===== config.mk =====
export PLATFORM = sky130hd
export DESIGN_NAME = heap_sort_engine
export DESIGN_NICKNAME = d
export VERILOG_FILES = /design/src/rtl/hse_pkg.sv /design/src/rtl/heap_sort_engine.sv /design/src/rtl/hse_ctrl.sv /design/src/rtl/hse_datapath.sv
export VERILOG_INCLUDE_DIRS = /design/src /design/src/rtl
export SDC_FILE = /design/constraint.sdc
export NUM_CORES = 2
export LEC_CHECK = 0
export BUFFER_PORTS_ARGS = -buffer_cell sky130_fd_sc_hd__buf_2
export CAP_MARGIN = 30
export CORE_UTILIZATION = 57
export DETAILED_ROUTE_END_ITERATION = 6
export GPL_TIMING_DRIVEN = 0
export PLACE_DENSITY = 0.82
export SYNTH_ARGS = -nofsm -noshare
export SYNTH_HDL_FRONTEND = slang
export SYNTH_SLANG_ARGS = --single-unit

===== constraint.sdc =====
create_clock -name clk_i -period 6 [get_ports clk_i]
set_input_delay 0 -clock clk_i [delete_from_list [all_inputs] [get_ports clk_i]]
set_output_delay 0 -clock clk_i [all_outputs]
set_load 0.005 [all_outputs]

===== src/rtl/heap_sort_engine_assert.svh =====
// Assertion macros used by the heap sort engine datapath.
`ifndef HEAP_SORT_ENGINE_ASSERT_SVH
`define HEAP_SORT_ENGINE_ASSERT_SVH

// Same-cycle implication, disabled while reset is asserted.
`define HSE_ASSERT_IMP(lbl, ante, cons, msg) \
  lbl: assert property (@(posedge clk_i) disable iff (!rst_ni) (ante) |-> (cons)) \
    else $error(msg);

// Next-cycle implication, disabled while reset is asserted.
`define HSE_ASSERT_NXT(lbl, ante, cons, msg) \
  lbl: assert property (@(posedge clk_i) disable iff (!rst_ni) (ante) |=> (cons)) \
    else $error(msg);

`endif


===== src/rtl/hse_pkg.sv =====
// Shared constants, types and the compare function of the heap sort engine.
`timescale 1ns / 1ps

package hse_pkg;

  localparam int MAX_ELEMENTS = 64;
  localparam int ADDR_W       = $clog2(MAX_ELEMENTS);
  localparam int CNT_W        = ADDR_W + 1;
  localparam int DATA_W       = 32;

  typedef logic signed [DATA_W-1:0] data_t;
  typedef logic [ADDR_W-1:0]        addr_t;
  typedef logic [CNT_W-1:0]         cnt_t;

  // Sort order register codes.
  localparam logic ORDER_ASC  = 1'b0;
  localparam logic ORDER_DESC = 1'b1;

  typedef enum logic [3:0] {
    OP_NONE,
    OP_LOAD,
    OP_BUILD_INIT,
    OP_BUILD_PICK,
    OP_HOLD_LD,
    OP_SIFT_L,
    OP_SIFT_R,
    OP_SIFT_C,
    OP_EXT_INIT,
    OP_EXT_ROOT,
    OP_EXT_TAIL,
    OP_EXT_SWAP,
    OP_OUT_INIT,
    OP_OUT_RD,
    OP_OUT_LD
  } hse_op_e;

  typedef struct packed {
    hse_op_e op;
  } hse_cmd_t;

  typedef struct packed {
    logic i_zero;     // loop index reached zero
    logic sift_end;   // left child lies outside the heap
    logic sift_stop;  // parent beats both children
    logic out_free;   // output register can take a result
    logic out_last;   // current read is the final result
  } hse_sts_t;

  // Child moves up unless it lies strictly on the wrong side of cur.
  function automatic logic child_wins(logic order, data_t child, data_t cur);
    logic res;
    if (order == ORDER_ASC) begin
      res = !(child < cur);
    end else begin
      res = !(cur < child);
    end
    return res;
  endfunction

endpackage


===== src/rtl/heap_sort_engine.sv =====
// Top level of the heap sort engine: joins the controller and the datapath.
//
//   channel | direction | handshake                | payload
//   --------+-----------+--------------------------+------------------------------------------
//   in      | input     | in_valid_i / in_stall_o  | value_i, last_item_i
//   out     | output    | out_valid_o / out_stall_i| sorted_value_o, last_result_o, overflow_o
//   cfg     | input     | cfg_we_i                 | cfg_wdata_i (sort order)
//
// Loading accepts one item per cycle. After the item marked last, the sort runs on the single
// read port of the heap memory: each sift level steps through SIFT_L, SIFT_R and SIFT_C, and
// each result through OUT_RD and OUT_LD. No item is taken until the final result loads.
// Reset clears the count, drop flag and sort order; the heap memory needs no clearing.
// A stalled output holds the result register and pauses the result sequence.
`timescale 1ns / 1ps

module heap_sort_engine (
  input  logic           clk_i,
  input  logic           rst_ni,
  input  logic           cfg_we_i,
  input  logic           cfg_wdata_i,
  input  logic           in_valid_i,
  output logic           in_stall_o,
  input  hse_pkg::data_t value_i,
  input  logic           last_item_i,
  output logic           out_valid_o,
  input  logic           out_stall_i,
  output hse_pkg::data_t sorted_value_o,
  output logic           last_result_o,
  output logic           overflow_o
);
  import hse_pkg::*;

  hse_cmd_t cmd;
  hse_sts_t sts;

  hse_ctrl u_ctrl (
    .clk_i       (clk_i),
    .rst_ni      (rst_ni),
    .in_valid_i  (in_valid_i),
    .last_item_i (last_item_i),
    .in_stall_o  (in_stall_o),
    .sts_i       (sts),
    .cmd_o       (cmd)
  );

  hse_datapath u_datapath (
    .clk_i          (clk_i),
    .rst_ni         (rst_ni),
    .cmd_i          (cmd),
    .sts_o          (sts),
    .cfg_we_i       (cfg_we_i),
    .cfg_wdata_i    (cfg_wdata_i),
    .value_i        (value_i),
    .out_stall_i    (out_stall_i),
    .out_valid_o    (out_valid_o),
    .sorted_value_o (sorted_value_o),
    .last_result_o  (last_result_o),
    .overflow_o     (overflow_o)
  );

endmodule


===== src/rtl/hse_ctrl.sv =====
// Controller state machine of the heap sort engine: sequences load, build, extract, output.
`timescale 1ns / 1ps

module hse_ctrl (
  input  logic              clk_i,
  input  logic              rst_ni,
  input  logic              in_valid_i,
  input  logic              last_item_i,
  output logic              in_stall_o,
  input  hse_pkg::hse_sts_t sts_i,
  output hse_pkg::hse_cmd_t cmd_o
);
  import hse_pkg::*;

  typedef enum logic [3:0] {
    ST_IDLE,
    ST_BUILD_INIT,
    ST_BUILD_PICK,
    ST_HOLD_LD,
    ST_SIFT_L,
    ST_SIFT_R,
    ST_SIFT_C,
    ST_EXT_ROOT,
    ST_EXT_TAIL,
    ST_EXT_SWAP,
    ST_OUT_RD,
    ST_OUT_LD
  } ctrl_state_e;

  ctrl_state_e state_q, state_d;
  logic        build_q, build_d;
  logic        stall_q;
  ctrl_state_e sift_ret;

  assign in_stall_o = stall_q;
  assign sift_ret   = build_q ? ST_BUILD_PICK : ST_EXT_ROOT;

  always_comb begin
    state_d    = state_q;
    build_d    = build_q;
    cmd_o.op   = OP_NONE;
    case (state_q)
      ST_IDLE: begin
        if (in_valid_i) begin
          cmd_o.op = OP_LOAD;
          if (last_item_i) begin
            state_d = ST_BUILD_INIT;
          end
        end
      end
      ST_BUILD_INIT: begin
        cmd_o.op = OP_BUILD_INIT;
        build_d  = 1'b1;
        state_d  = ST_BUILD_PICK;
      end
      ST_BUILD_PICK: begin
        if (sts_i.i_zero) begin
          cmd_o.op = OP_EXT_INIT;
          build_d  = 1'b0;
          state_d  = ST_EXT_ROOT;
        end else begin
          cmd_o.op = OP_BUILD_PICK;
          state_d  = ST_HOLD_LD;
        end
      end
      ST_HOLD_LD: begin
        cmd_o.op = OP_HOLD_LD;
        state_d  = ST_SIFT_L;
      end
      ST_SIFT_L: begin
        cmd_o.op = OP_SIFT_L;
        state_d  = sts_i.sift_end ? sift_ret : ST_SIFT_R;
      end
      ST_SIFT_R: begin
        cmd_o.op = OP_SIFT_R;
        state_d  = ST_SIFT_C;
      end
      ST_SIFT_C: begin
        cmd_o.op = OP_SIFT_C;
        state_d  = sts_i.sift_stop ? sift_ret : ST_SIFT_L;
      end
      ST_EXT_ROOT: begin
        if (sts_i.i_zero) begin
          cmd_o.op = OP_OUT_INIT;
          state_d  = ST_OUT_RD;
        end else begin
          cmd_o.op = OP_EXT_ROOT;
          state_d  = ST_EXT_TAIL;
        end
      end
      ST_EXT_TAIL: begin
        cmd_o.op = OP_EXT_TAIL;
        state_d  = ST_EXT_SWAP;
      end
      ST_EXT_SWAP: begin
        cmd_o.op = OP_EXT_SWAP;
        state_d  = ST_SIFT_L;
      end
      ST_OUT_RD: begin
        cmd_o.op = OP_OUT_RD;
        state_d  = ST_OUT_LD;
      end
      ST_OUT_LD: begin
        cmd_o.op = OP_OUT_LD;
        if (sts_i.out_free) begin
          state_d = sts_i.out_last ? ST_IDLE : ST_OUT_RD;
        end
      end
      default: begin
        state_d = ST_IDLE;
      end
    endcase
  end

  always_ff @(posedge clk_i or negedge rst_ni) begin
    if (!rst_ni) begin
      state_q <= ST_IDLE;
      build_q <= 1'b0;
      stall_q <= 1'b0;
    end else begin
      state_q <= state_d;
      build_q <= build_d;
      stall_q <= (state_d != ST_IDLE);
    end
  end

endmodule


===== src/rtl/hse_datapath.sv =====
// Datapath of the heap sort engine: heap memory, sift registers and output register.
`timescale 1ns / 1ps
`include "heap_sort_engine_assert.svh"

module hse_datapath (
  input  logic              clk_i,
  input  logic              rst_ni,
  input  hse_pkg::hse_cmd_t cmd_i,
  output hse_pkg::hse_sts_t sts_o,
  input  logic              cfg_we_i,
  input  logic              cfg_wdata_i,
  input  hse_pkg::data_t    value_i,
  input  logic              out_stall_i,
  output logic              out_valid_o,
  output hse_pkg::data_t    sorted_value_o,
  output logic              last_result_o,
  output logic              overflow_o
);
  import hse_pkg::*;

  data_t mem [MAX_ELEMENTS];

  logic  order_q;
  cnt_t  cnt_q;
  logic  drop_q;
  cnt_t  n_q;
  cnt_t  i_q;
  addr_t pos_q;
  data_t hold_q;
  data_t bval_q;
  logic  bsel_q;
  data_t rdata_q;
  logic  out_valid_q;
  data_t out_value_q;
  logic  out_last_q;
  logic  out_ovf_q;

  cnt_t           lidx;
  logic [CNT_W:0] ridx;
  cnt_t           i_dec;
  logic           r_in;
  logic           lwin;
  logic           rwin;
  logic           full;
  logic           out_load;

  logic  rd_en;
  addr_t rd_addr;
  logic  wr_en;
  addr_t wr_addr;
  data_t wr_data;

  assign lidx  = {pos_q, 1'b1};
  assign ridx  = {1'b0, lidx} + {{CNT_W{1'b0}}, 1'b1};
  assign i_dec = i_q - {{(CNT_W-1){1'b0}}, 1'b1};
  assign r_in  = (ridx < {1'b0, n_q});
  assign full  = (cnt_q == cnt_t'(MAX_ELEMENTS));
  assign lwin  = child_wins(order_q, rdata_q, hold_q);
  assign rwin  = r_in && child_wins(order_q, rdata_q, bval_q);

  assign sts_o.i_zero    = (i_q == '0);
  assign sts_o.sift_end  = (lidx >= n_q);
  assign sts_o.sift_stop = !rwin && !bsel_q;
  assign sts_o.out_free  = !out_valid_q || !out_stall_i;
  assign sts_o.out_last  = (i_q == cnt_q - {{(CNT_W-1){1'b0}}, 1'b1});

  assign out_load = (cmd_i.op == OP_OUT_LD) && sts_o.out_free;

  // Memory port selection.
  always_comb begin
    rd_en   = 1'b0;
    rd_addr = '0;
    wr_en   = 1'b0;
    wr_addr = pos_q;
    wr_data = hold_q;
    case (cmd_i.op)
      OP_LOAD: begin
        wr_en   = !full;
        wr_addr = cnt_q[ADDR_W-1:0];
        wr_data = value_i;
      end
      OP_BUILD_PICK: begin
        rd_en   = 1'b1;
        rd_addr = i_dec[ADDR_W-1:0];
      end
      OP_SIFT_L: begin
        if (sts_o.sift_end) begin
          wr_en = 1'b1;
        end else begin
          rd_en   = 1'b1;
          rd_addr = lidx[ADDR_W-1:0];
        end
      end
      OP_SIFT_R: begin
        rd_en   = r_in;
        rd_addr = ridx[ADDR_W-1:0];
      end
      OP_SIFT_C: begin
        wr_en = 1'b1;
        if (rwin) begin
          wr_data = rdata_q;
        end else if (bsel_q) begin
          wr_data = bval_q;
        end
      end
      OP_EXT_ROOT: begin
        rd_en = 1'b1;
      end
      OP_EXT_TAIL: begin
        rd_en   = 1'b1;
        rd_addr = i_dec[ADDR_W-1:0];
      end
      OP_EXT_SWAP: begin
        wr_en   = 1'b1;
        wr_addr = i_dec[ADDR_W-1:0];
        wr_data = bval_q;
      end
      OP_OUT_RD: begin
        rd_en   = 1'b1;
        rd_addr = i_q[ADDR_W-1:0];
      end
      default: begin
      end
    endcase
  end

  always_ff @(posedge clk_i) begin
    if (wr_en) begin
      mem[wr_addr] <= wr_data;
    end
    if (rd_en) begin
      rdata_q <= mem[rd_addr];
    end
  end

  // Sift and loop registers.
  always_ff @(posedge clk_i) begin
    case (cmd_i.op)
      OP_BUILD_INIT: begin
        n_q <= cnt_q;
        i_q <= cnt_q >> 1;
      end
      OP_BUILD_PICK: begin
        pos_q <= i_dec[ADDR_W-1:0];
        i_q   <= i_dec;
      end
      OP_HOLD_LD: begin
        hold_q <= rdata_q;
      end
      OP_SIFT_R: begin
        bval_q <= lwin ? rdata_q : hold_q;
        bsel_q <= lwin;
      end
      OP_SIFT_C: begin
        if (rwin) begin
          pos_q <= ridx[ADDR_W-1:0];
        end else if (bsel_q) begin
          pos_q <= lidx[ADDR_W-1:0];
        end
      end
      OP_EXT_INIT: begin
        i_q <= cnt_q;
      end
      OP_EXT_TAIL: begin
        bval_q <= rdata_q;
      end
      OP_EXT_SWAP: begin
        hold_q <= rdata_q;
        n_q    <= i_dec;
        pos_q  <= '0;
        i_q    <= i_dec;
      end
      OP_OUT_INIT: begin
        i_q <= '0;
      end
      OP_OUT_LD: begin
        if (out_load) begin
          i_q <= i_q + {{(CNT_W-1){1'b0}}, 1'b1};
        end
      end
      default: begin
      end
    endcase
  end

  // Control registers: order, fill count, drop flag, output valid.
  always_ff @(posedge clk_i or negedge rst_ni) begin
    if (!rst_ni) begin
      order_q     <= ORDER_ASC;
      cnt_q       <= '0;
      drop_q      <= 1'b0;
      out_valid_q <= 1'b0;
    end else begin
      if (cfg_we_i) begin
        order_q <= cfg_wdata_i;
      end
      if (cmd_i.op == OP_LOAD) begin
        if (full) begin
          drop_q <= 1'b1;
        end else begin
          cnt_q <= cnt_q + {{(CNT_W-1){1'b0}}, 1'b1};
        end
      end
      // Clear the run once its final result is loaded into the output register.
      if (out_load && sts_o.out_last) begin
        cnt_q  <= '0;
        drop_q <= 1'b0;
      end
      if (out_load) begin
        out_valid_q <= 1'b1;
      end else if (!out_stall_i) begin
        out_valid_q <= 1'b0;
      end
    end
  end

  always_ff @(posedge clk_i) begin
    if (out_load) begin
      out_value_q <= rdata_q;
      out_last_q  <= sts_o.out_last;
      out_ovf_q   <= drop_q;
    end
  end

  assign out_valid_o    = out_valid_q;
  assign sorted_value_o = out_value_q;
  assign last_result_o  = out_last_q;
  assign overflow_o     = out_ovf_q;

  `HSE_ASSERT_NXT(a_full_load_drops, (cmd_i.op == OP_LOAD) && full, drop_q, "full load did not set drop flag")
  `HSE_ASSERT_NXT(a_last_clears_run, out_load && sts_o.out_last, (cnt_q == '0) && !drop_q, "run not cleared after final item")
  `HSE_ASSERT_NXT(a_sift_moves_down, (cmd_i.op == OP_SIFT_C) && !sts_o.sift_stop, pos_q > $past(pos_q), "sift position did not move down")
  `HSE_ASSERT_IMP(a_count_bounded, 1'b1, cnt_q <= cnt_t'(MAX_ELEMENTS), "element count beyond capacity")

endmodule


; Yosys cells after proc, flatten, opt, wreduce, memory -nomap -nowiden
; Memory sizes are Yosys's and may differ from the RTL's. A register that Yosys moved wholly into a read port is not among the register bits.
; Cells that the tools add are included.
[totals]
reg_bits = 135
ramBits = 2048
inputBits = 39
mem_count = 1
[classes]
add_sub_neg = 5
order_cmp = 6
n_eq_ne = 32
muxes = 46
n_reduce_logical = 35
[mem_list]
columns = memory, depth, width, read_ports, rd_clocked_by_memory_dff, wr, line
row1 = u_datapath.mem, 64, 32, 1, 1, 1, hse_datapath.sv:21  ; data_t mem [MAX_ELEMENTS];
[ops]
columns = op, n
row1 = $lt A32 B32 Y1, 4
row2 = $mux W32, 3
row3 = $pmux W32 S3, 1
row4 = $pmux W32 S2, 1
row5 = $pmux W4 S12, 1
row6 = $eq A4 B4 Y1 const B, 11
row7 = $pmux W4 S11, 1
row8 = $pmux W7 S5, 1
row9 = $eq A4 B3 Y1 const B, 8
row10 = $mux W4, 7
row11 = $mux W7, 4
row12 = $pmux W6 S4, 1
row13 = $mux W6, 3
row14 = $pmux W6 S3, 1
row15 = $eq A4 B2 Y1 const B, 4
row16 = $add A7 B1 Y7 const B, 2
row17 = $pmux W7 S2, 1
row18 = $sub A7 B1 Y7 const B, 2
row19 = $mux W1, 13
row20 = $pmux W6 S2, 1
row21 = $reduce_and A2 Y1, 5
row22 = $reduce_bool A2 Y1, 5
row23 = $reduce_or A2 Y1, 5
row24 = $logic_not A1 Y1, 9
row25 = other kinds (21), 30

; Depth between registers and ports, before layout
[depth]
word_depth = 9
ltp_mapped = 16
depth_no_buf = 11

; Modules after synthesis
; A second synthesis with hierarchy kept.
[hier_totals]
hier_cells = 5081
area_unflattened_um2 = 88887.8
[modules_own_cells]
columns = mod, n_inst, cells_each, area_each_um2, seq_area_each_um2
row1 = hse_datapath, 1, 5012, 88378.5, 66283.6
row2 = hse_ctrl, 1, 69, 509.2, 150.1

; Least setup slack after synthesis
; Ideal clock, no wire load.
[synth_timing]
kind = reg2reg
startpoint = reg u_datapath.pos_q[0]
endpoint = mem u_datapath.mem[49][0] in the netlist's numbering, enable pin
arrival_ns = 5.542
t_required_ns = 5.499
path_slack_ns = -0.044
path_stages_with_launch = 11
n_path_buf = 1
period_less_slack_ns = 6.044
path_cell_list = edfxtp_1 > inv_1 > ha_1 > nor2b_1 > o221ai_1 > nor4b_1 > o31ai_1 > a211oi_1 > or3b_2 > clkbuf_1 > nor4_1
[synth_via]
elab_chain_cells = 5
elab_cells_between_ends = 6
cone_classes = order compare (1) / mux (5)
[synth_rtl]
columns = item, line
row1 = "start, declared", hse_datapath.sv:28  ; addr_t pos_q;
row2 = "start signal, assigned", hse_datapath.sv:144  ; pos_q <= i_dec[ADDR_W-1:0];
row3 = "start signal, assigned", hse_datapath.sv:156  ; pos_q <= ridx[ADDR_W-1:0];
row4 = "start signal, assigned", hse_datapath.sv:158  ; pos_q <= lidx[ADDR_W-1:0];
row5 = $ge A7 B7 Y1, hse_datapath.sv:62  ; assign sts_o.sift_end = (lidx >= n_q);
row6 = $mux W1, hse_datapath.sv:87  ; if (sts_o.sift_end) begin
row7 = $pmux W1 S3, hse_datapath.sv:76  ; case (cmd_i.op)
row8 = $mux W1, hse_datapath.sv:128  ; if (wr_en) begin
row9 = $mux W1 (not written as such), hse_datapath.sv:129  ; mem[wr_addr] <= wr_data;
row10 = "end, declared", hse_datapath.sv:21
; Parallel ways exist; a longest one is shown, timed or not.

; Worst setup path after layout
[layout_timing]
startpoint = reg u_datapath.i_q[0]
endpoint = reg u_datapath.rdata_q[12] (read register of u_datapath.mem) (data pin)
[layout_via]
elab_chain_cells = 6
elab_cells_between_ends = 15
cone_classes = add/sub (1) / eq/ne (6) / mux (5) / reduce/logical (3)
[layout_rtl]
columns = item, line
row1 = "start, declared", hse_datapath.sv:27  ; cnt_t i_q;
row2 = "start signal, assigned", hse_datapath.sv:141  ; i_q <= cnt_q >> 1;
row3 = "start signal, assigned", hse_datapath.sv:145  ; i_q <= i_dec;
row4 = "start signal, assigned", hse_datapath.sv:162  ; i_q <= cnt_q;
row5 = $logic_not A7 Y1, hse_datapath.sv:61  ; assign sts_o.i_zero = (i_q == '0);
row6 = $mux W3 or $mux W4 (tied branches), "hse_ctrl.sv:83, hse_ctrl.sv:57"
row7 = $pmux W4 S12, hse_ctrl.sv:42  ; case (state_q)
row8 = $eq A4 B4 Y1 or $eq A4 B2 Y1 (tied branches), hse_datapath.sv:76
row9 = $reduce_or A4 Y1 (no line) or $reduce_or A2 Y1 (tied branches), n/a
row10 = $pmux W1 S3 or $pmux W6 S4 (tied branches), hse_datapath.sv:76
row11 = "end, declared", hse_datapath.sv:32  ; data_t rdata_q;
; Parallel ways exist; a longest one is shown, timed or not.
; A chain may end at the register's enable or synchronous reset.

==> run summary <==
The logs give 6.66 ns for the arrival time at the worst endpoint and 0 for the final-report max-slew violation count. Time the worst path needs with I/O delays and setup: 6.11 ns. The total global routing overflow came out at 0. The most instantiated flip-flop cell in the synthesis netlist was edfxtp_1.

The adder and majority gate portion of the synthesized area is 1.11%, and the post-DP HPWL is 194000 um. Before antenna repair, the detailed router went through 7 iterations. The first global-routing pass estimated 398000 um of wire. TritonCTS built the clock tree. Kind of launch point of the worst setup path: a flip-flop. For this block, the routed nets add up to 280000 um of wire. The slew at the pin closest to its max-slew limit is 1.46 ns, and the area fraction in compound gates after synthesis is 10.0%.

After the last flow step, the layout net total stands at 7079. For this run, the top clock speed supported by timing is 164 MHz. Summing the areas of all and, or, nand and nor instances in the mapped netlist gives 9.57% of the synthesized area. Average detailed-routed wire length per instance: 30.4 um.

STA classifies the critical path endpoint as a flip-flop. Measured against its own limit, the worst slew margin works out to 2.79%. Setup repair after global routing left no endpoint under its margin. The area share of xor/xnor cells in the synthesized design is 0.325%, and the maximum count of clock buffers along a single path is 3.

The register area share after synthesis is 72.6%. After detailed routing, the number of remaining DRC violations is 22. Global routing used 33.9% of the available tracks across all layers. After synthesis, the mean cell area works out to 14.1 sq um. Once layout is complete, the cells apart from fillers number 9218. The width of the die works out to 403 um. For the number of placed I/O pins, the log shows 75. The final design area excluding fillers is 105000 sq um. The final critical-path share of the clock period works out to 102%. Clock-pin slew was measured on the worst setup and hold paths at 0.07 ns. Counting tap cells, the placed design contains a total of 8767 instances. The number of nets produced by synthesis came out at 6627. The run gives 146 as the site row count. The synthesized design contains 2199 enable-type register cells. Summing over every cut layer, the via total after detailed routing is 62447. Port buffering added 74 buffers.

The flow ran to the end, but the final reports show violations. The worst-skew pair later-pin latency came out at 0.89 ns. After synthesis the cells add up to 91500 sq um. The logs give 2215 for the number of clock sinks and 0.0511 ns for the worst clock skew. Routability-driven placement congestion ratio: 1.01.

For the max-cap check violation count, the log shows 0. In this run the number of H-tree levels came out at 4. The post-detailed-placement cell area was 97500 sq um; the fraction of final layout cells with drive strength greater than 1 was 13.0%.

In this run the worst path has a maximum fanout of 10. Once detail routing completed, the nets flagged for antenna violations numbered 0. The number of library cell types mapped by synthesis is 81, and the y dimension of the die is 403 um. Counting the fill cells in the layout gives 10258. The run gives 19 as the initial antenna violation count.

The run gives 6.55 ns as the required time of the critical path. The run gives 159000 sq um as the placeable core region. The area growth from synthesis to layout is 14.6%.

The initial cell density of the core is 57.6%. The run gives -0.107 ns as the worst setup margin. The logs give 1 for the final number of setup-violating endpoints and 162000 sq um for the area of the die.

For this run, asynchronously set or reset flops after synthesis account for 0.722%. After synthesis, the largest family of logic cells by area is compound AO/OA/AOI/OAI gates. In the synthesized netlist, mux cells make up 3.83% of the area.

The checks that failed: DRC, setup timing. The worst slack at placement was -0.149 ns; the number of warnings reported in the yosys synthesis log was 0. Entering global routing, the biggest net connects 45 pins. The gate count of the mapped netlist was 6507. The flip-flop and latch count after synthesis is 2215, and the number of hold violations in the final report is 0. The critical path is of the flip-flop to flip-flop type. The min-delay analysis places its worst path in the category input port to flip-flop. Number of global-route vias before repair: 60344. The tree is rooted in a clkbuf_16. The detail-routed via count per cell is 6.77, and the number of DRC markers after the initial detailed-route iteration is 11052. The CTS buffer count is 207.
repair_timing:
action	in CTS	in global routing
buffers inserted	0	0
endpoints found under the setup margin	16	21
hold buffers	43	0
hold endpoints to repair	1326	0
resized for setup	1	23
layout make-up:
class / instances / area, sq um / area share, %
clock buffers: 263 / 5490 / 5.24
well taps: 2072 / 2590 / 2.47
repair buffers: 243 / 3200 / 3.05
flip-flops and latches: 2215 / 66400 / 63.3
clock inverters: 121 / 1200 / 1.15
inverters: 93 / 349 / 0.333
diodes: 12 / 30.0 / 0.0286
plain buffers: 449 / 2020 / 1.92
multi-input cells: 3750 / 23600 / 22.5
sequential cells by signal, summed over array words and instances, names as in the netlist, 4 cells and up:
signal and flops:
u_datapath.sorted_value_o 32, u_ctrl.state_q 4, u_datapath.bval_q 32, u_datapath.pos_q 6, u_datapath.hold_q 32, u_datapath.i_q 7
u_datapath.mem 2048, u_datapath.n_q 7, u_datapath.cnt_q 7, u_datapath.rdata_q 32
worst max-delay path, cell delays in order (launching register included):
cell and delay, ns:
edfxtp_1 0.34, clkbuf_1 0.48, inv_1 0.13, ha_1 0.28
xor2_1 0.45, o211ai_1 0.16, o211ai_1 0.32, a21o_1 0.40
buf_4 0.31, buf_4 0.30, buf_2 0.50, buf_1 0.65
nand3_1 0.18, a31oi_1 0.45, a32o_1 0.58, a31oi_1 0.24
logic make-up (layout without fill, tap and decap cells):
logic type | count (synthesis) | count (layout)
AND/OR/NAND/NOR | 2049 | 2049
adder cells (fa/ha/maj) | 81 | 81
XOR/XNOR | 34 | 34
buffers and inverters | 542 | 1169
other | 0 | 12
multiplexers | 333 | 333
AO/OA/AOI/OAI | 1253 | 1253
flip-flops | 2215 | 2215
synthesized netlist by cell type, drive strengths merged, types with 98 or more instances:
| library cell | number | area [sq um] |
|---|---|---|
| edfxtp | 2199 | 66000 |
| nand2 | 1278 | 4800 |
| nand3 | 348 | 1740 |
| clkbuf | 257 | 965 |
| a21oi | 253 | 1270 |
| nor2 | 201 | 764 |
| a31oi | 197 | 1230 |
| mux2i | 194 | 1940 |
| buf | 192 | 1040 |
| mux2 | 139 | 1570 |
| and3 | 121 | 757 |
| a22oi | 98 | 736 |
path summary, 6_finish.rpt:
check,from,to,slack (ns),cells past startpoint
min in group asynchronous,rst_ni,u_datapath.cnt_q[4]$_DFFE_PN0P_,0.36,3
min,value_i[18],u_datapath.mem[24][18]$_DFFE_PP_,0.34,5
max,u_datapath.i_q[0]$_DFFE_PP_,u_datapath.rdata_q[12]$_DFFE_PP_,-0.11,15
max in group asynchronous,rst_ni,u_datapath.out_valid_o$_DFFE_PN0P_,5.09,3
min reg2reg,u_datapath.drop_q$_DFFE_PN0P_,u_datapath.overflow_o$_DFFE_PP_,0.48,0
max reg2reg,u_datapath.i_q[0]$_DFFE_PP_,u_datapath.rdata_q[12]$_DFFE_PP_,-0.11,15
placed cells by master (no fill, tap or decap), types with 29 or more instances in the layout:
| cell | netlist | layout |
|---|---|---|
| a31oi_1 | 197 | 186 |
| nor2_4 | 1 | 51 |
| a311oi_1 | 32 | 32 |
| mux2_2 | 129 | 129 |
| ha_1 | 81 | 81 |
| clkinv_2 | 0 | 33 |
| o21ai_0 | 91 | 59 |
| a221oi_1 | 40 | 40 |
| a211oi_1 | 74 | 74 |
| and3_1 | 121 | 111 |
| nand2_1 | 1278 | 1278 |
| a221o_1 | 38 | 38 |
| o221ai_1 | 46 | 46 |
| o311a_1 | 31 | 31 |
| a22o_1 | 32 | 32 |
| o2111ai_1 | 66 | 66 |
| buf_4 | 24 | 39 |
| dlygate4sd3_1 | 0 | 43 |
| nor2_1 | 199 | 149 |
| clkinv_1 | 1 | 46 |
| buf_2 | 138 | 213 |
| a32o_1 | 33 | 29 |
| a32oi_1 | 95 | 95 |
| a22oi_1 | 98 | 98 |
| o21ai_4 | 0 | 32 |
| inv_1 | 90 | 90 |
| edfxtp_1 | 2199 | 2199 |
| o211a_1 | 31 | 31 |
| a222oi_1 | 36 | 36 |
| nand3_1 | 348 | 348 |
| buf_12 | 0 | 77 |
| a21oi_1 | 252 | 250 |
| clkbuf_1 | 257 | 303 |
| mux2i_1 | 194 | 194 |
| clkbuf_16 | 0 | 211 |
metrics by stage:
stage	TNS (ns)	hold slack, ns	util, %
final	-0.107	0.340	66.0
after global routing	0	0.324	66.0
after CTS	0	0.293	65.8
after detailed placement	-0.686	-0.0249	61.3
after global placement	-	-0.0279	59.5
after floorplan	-5.61	-0.296	-
per-layer routing:
metal / GRT usage, % / part of all wire, % / vias to the layer above
li1: - / - / 26031
met1: 43.9 / 35 / 30485
met2: 51.9 / 45 / 5021
met3: 8.52 / 14 / 894
met4: 20.6 / 6.7 / 16
met5: 0 / 0.047 / -
Power is left out: the tool's default activity adds up to more than one toggle a clock period on the data nets, which glitch-free logic cannot reach.
